==> src/rtl/core/cdq_pkg.sv <==
// ---------------------------------------------------------------------------
// cdq_pkg
// Shared types and codes of the circular deque: operation codes, status
// codes, the request and response payloads and the default ring depth.
// ---------------------------------------------------------------------------
package cdq_pkg;

    localparam int DEPTH_DEF = 8;
    localparam int WORD_W    = 32;
    localparam int MODE_W    = 3;
    localparam int STATUS_W  = 2;

    // Operation codes; every other code behaves as a query
    localparam logic [MODE_W-1:0] MODE_PUSH_FRONT = 3'd0;
    localparam logic [MODE_W-1:0] MODE_PUSH_BACK  = 3'd1;
    localparam logic [MODE_W-1:0] MODE_POP_FRONT  = 3'd2;
    localparam logic [MODE_W-1:0] MODE_POP_BACK   = 3'd3;
    localparam logic [MODE_W-1:0] MODE_QUERY      = 3'd4;

    localparam logic [STATUS_W-1:0] STAT_OK        = 2'd0;
    localparam logic [STATUS_W-1:0] STAT_OVERFLOW  = 2'd1;
    localparam logic [STATUS_W-1:0] STAT_UNDERFLOW = 2'd2;

    // Front and back view of an empty deque
    localparam logic signed [WORD_W-1:0] EMPTY_WORD = -32'sd1;

    typedef struct packed {
        logic [MODE_W-1:0]        mode;
        logic signed [WORD_W-1:0] value;
    } t_req;

    typedef struct packed {
        logic [STATUS_W-1:0]      status;
        logic signed [WORD_W-1:0] popped_value;
        logic signed [WORD_W-1:0] front_value;
        logic signed [WORD_W-1:0] back_value;
        logic                     is_empty;
        logic                     is_full;
    } t_rsp;

endpackage

==> src/rtl/core/cdq_ring.sv <==
// ---------------------------------------------------------------------------
// cdq_ring
// Entry storage of the deque: one write port, one read port with the read
// data registered.
// ---------------------------------------------------------------------------
module cdq_ring #(
    parameter int DEPTH = cdq_pkg::DEPTH_DEF
) (
    input  logic                              i_clk,
    input  logic                              i_wr_en,
    input  logic [$clog2(DEPTH)-1:0]          i_wr_addr,
    input  logic signed [cdq_pkg::WORD_W-1:0] i_wr_data,
    input  logic                              i_rd_en,
    input  logic [$clog2(DEPTH)-1:0]          i_rd_addr,
    output logic signed [cdq_pkg::WORD_W-1:0] o_rd_data
);

    logic signed [cdq_pkg::WORD_W-1:0] r_mem [DEPTH];
    logic signed [cdq_pkg::WORD_W-1:0] r_rd_data;

    always_ff @(posedge i_clk) begin
        if (i_wr_en) begin
            r_mem[i_wr_addr] <= i_wr_data;
        end
    end

    always_ff @(posedge i_clk) begin
        if (i_rd_en) begin
            r_rd_data <= r_mem[i_rd_addr];
        end
    end

    assign o_rd_data = r_rd_data;

endmodule

==> config.mk <==
export PLATFORM = sky130hd
export DESIGN_NAME = cdq_ring
export DESIGN_NICKNAME = d
export VERILOG_FILES = /design/src/rtl/core/cdq_pkg.sv /design/src/rtl/core/cdq_ring.sv
export SDC_FILE = /design/constraint.sdc
export NUM_CORES = 1
export LEC_CHECK = 0
export BUFFER_PORTS_ARGS = -buffer_cell sky130_fd_sc_hd__buf_2
export CORE_MARGIN = 10
export CORE_UTILIZATION = 38
export DETAILED_ROUTE_END_ITERATION = 8
export PLACE_DENSITY = 0.6
export SLEW_MARGIN = 10
export SYNTH_ARGS = -nofsm -noshare
export SYNTH_HDL_FRONTEND = slang
export SYNTH_SLANG_ARGS = --single-unit
==> constraint.sdc <==
create_clock -name i_clk -period 3.6 [get_ports i_clk]
set_input_delay 0.18 -clock i_clk [delete_from_list [all_inputs] [get_ports i_clk]]
set_output_delay 0.18 -clock i_clk [all_outputs]
set_load 0.01 [all_outputs]
==> results.md <==
- Final Hold Viols: 0
- Initial DRC count: 305
- Crit path kind: primary input to flip-flop
- FF-to-FF Start: r_mem[1][6]
- Status: finished, final reports clean
- Mapped Area: between 10000 and 15000 um2
- Combinational family with the most area after synthesis: multiplexers
- Area delta synth->final: 19.2%
- Initial core utilization: between 30% and 40%
- Int Power: 5.63 mW
- Flop and latch count out of synthesis: ~290
- Row cnt: 61
- Antenna Nets Post-Route: 0
- Antenna diodes: 0
- Die area: between 30000 and 40000 um2
- Main area contributors after synthesis: edfxtp_1, mux4_1, mux4_2
- Top-area cell type share of the netlist area: between 80% and 90%
- Slew HR: ~30%
- Worst-margin pin slew: roughly 1.1 ns
- Via count: around 4700
- Die Ht: approximately 190 um
- Yosys synthesis warning count: 0
- Share of cells above drive strength 1: about a third
- Peak supply drop: around 0.36 mV
- WL final: between 20 and 25 mm
- Sw frac: about 20%
- Root buf cell: clkbuf_16
- CTS buffer count: 29
- Final instance area: 12900 um2
- Compound-Gate Fraction of Synth Area: 0%
- Power Density: around 550 nW/um2
- Synth unique cells: 12
- Post-synth net total: 456
- Fin crit period: 1.58 ns
- Initial antenna violation count: 0
- Xor and xnor area share after synthesis: 0%
- Post-Synth Adder-Cell Area: 0%
- Total Neg Setup Slack: 0 ns
- Min-delay src: i_wr_addr[1]
- H-tree depth: 1
- Setup crit start kind: primary input
- Peak Freq: about 630 MHz
- GP Congestion: around 0.65
- Clock skew: 0.00824 ns
- Leakage: 4.26 nW
- # DRC: 0
- Remaining Overflow, GRT: 0
- Register share of total power: a little over half
- Placed Area: between 10000 and 15000 um2
- Nets: about 580
- Core outline area: 27900 um2
- Routed len/inst: between 20 and 25 um
- Clk pwr share: between 30% and 40%
- Final setup violating endpoints: 0
- # clock sinks: about 290
- Post-synth top area cell: edfxtp_1
- Multiplexer share of the synthesized area: a little under a fifth
- I/O pin count: 73
- Clk pin slew, worst setup/hold paths: about 0.06 ns
- Critical Path Start: i_rd_addr[0]
- DPL Wire Length: approximately 11 mm
- Max Cap Violations: 0
- Worst min path class: primary input to flip-flop
- Post-Synth Simple-Gate Area: less than 1%
- GRT Resource Usage Total: between 10% and 20%
- Die span in x: roughly 190 um
- Tcrit/Tclk final: approximately 44%
- Drt first pass iters: 4
- Maximum clock insertion buffer count: 3
- Max Slew Vio Count: 0
- CTS tree: done
- CP max FO: 38
- Number of setup buffers added after CTS: 0
- Via count of the first global-routing pass: a little over 5000
- RSZ-0062 raised after global routing: false
- NetSw: ~1.4 mW
- Largest net degree at the start of global routing: 65
- Vias per cell: between 4 and 5
- Worst EP arrival: 1.86 ns
- Syn_area_per_cell: between 20 and 30 um2
- Cell count after synthesis: between 400 and 500
- IO buf count: between 70 and 80
- Worst-Skew Late Latency: about 0.53 ns
- First-pass GRT wire length: around 31 mm
- Logic pwr share: 5.4%
- Critical Path RT: 3.88 ns
- Crit end category: flip-flop
- Post-synthesis sequential area ratio: about four fifths
-- through the flow --
stage	util [%]	power (mW)	worst slack (ns)	hold WS [ns]	cells
finish	46.0	7.05	2.02	0.280	941
detailed placement	41.7	4.30	1.44	0.452	857
global route	46.0	7.31	1.92	0.274	941
global placement	41.7	4.28	1.48	0.434	857
floorplan	-	4.13	0.573	0.279	415
CTS	46.0	7.13	2.00	0.247	941
-- state kept, by name (all words and copies together), names as in the netlist --
name and count:
o_rd_data 32, r_mem 256
-- what timing repair did --
action | CTS | global route
gates resized for setup | 0 | 0
hold buffers | 32 | 0
hold endpoints to repair | 256 | 0
-- critical path, stage by stage --
cell and delay (ns):
buf_4 0.39, buf_12 0.36, mux4_1 0.60, mux2_2 0.27
-- routing by layer --
metal  global-route usage [%]  wire length (um)  vias up
met5                        0                 0        -
met4                     3.11               413        0
met3                     2.05               844       34
met2                     21.0             11100      102
met1                     14.0              8390     2443
li1                         -                 -     2072
-- synth_stat cells --
| master | instances |
|---|---|
| nor3_1 | 2 |
| mux2_2 | 32 |
| mux4_2 | 24 |
| nor2_1 | 6 |
| buf_2 | 6 |
| mux4_1 | 40 |
| buf_6 | 7 |
| edfxtp_1 | 288 |
| nand2b_1 | 3 |
| nand2_1 | 2 |
| clkbuf_1 | 1 |
| buf_1 | 4 |
-- kinds of logic (layout without fill, tap and decap cells) --
logic type	count (synthesis)	in the layout
flip-flops	288	288
multiplexers	96	96
buffers and inverters	18	166
AND/OR/NAND/NOR	13	13
-- cell usage in the layout, fill, tap and decap left out --
master	synthesis	layout
clkbuf_1	1	2
clkinvlp_4	0	5
clkbuf_16	0	29
mux2_2	32	32
mux4_1	40	40
edfxtp_1	288	288
dlygate4sd3_1	0	32
clkinv_1	0	7
mux4_2	24	24
nand2b_1	3	3
nor3_2	0	2
buf_4	0	10
clkinv_4	0	2
clkinv_2	0	5
nor2_4	0	6
buf_2	6	71
bufinv_16	0	2
buf_12	0	1
nand2_1	2	2
-- area by class of cell --
type                       count  area [um2]
timing repair buffer         114         771
tap                          378         473
multi-input combinational    109        2070
sequential                   288        8650
clock inverter                21         166
clock buffer                  31         733
fill                        2361       15100
-- final timing paths --
| check | slack (ns) | cells past startpoint | endpoint |
|---|---|---|---|
| setup reg to reg | 2.19 | 2 | o_rd_data[6] |
| setup / recovery | 2.02 | 4 | o_rd_data[21] |
| hold reg to reg | 0.74 | 2 | o_rd_data[12] |
| hold / removal | 0.28 | 3 | r_mem[2][0] |
-- power by group through the flow --
stage | Sequential (mW) | Clock [mW] | Combinational (mW)
2_1_floorplan | 3.94 | 0 | 0.192
3_3_place_gp | 3.93 | 0 | 0.349
3_5_place_dp | 3.94 | 0 | 0.362
4_1_cts | 3.87 | 2.87 | 0.392
5_1_grt | 3.87 | 3.02 | 0.415
6_report | 3.86 | 2.80 | 0.379
No activity file was read; power rests on OpenSTA's default activity.
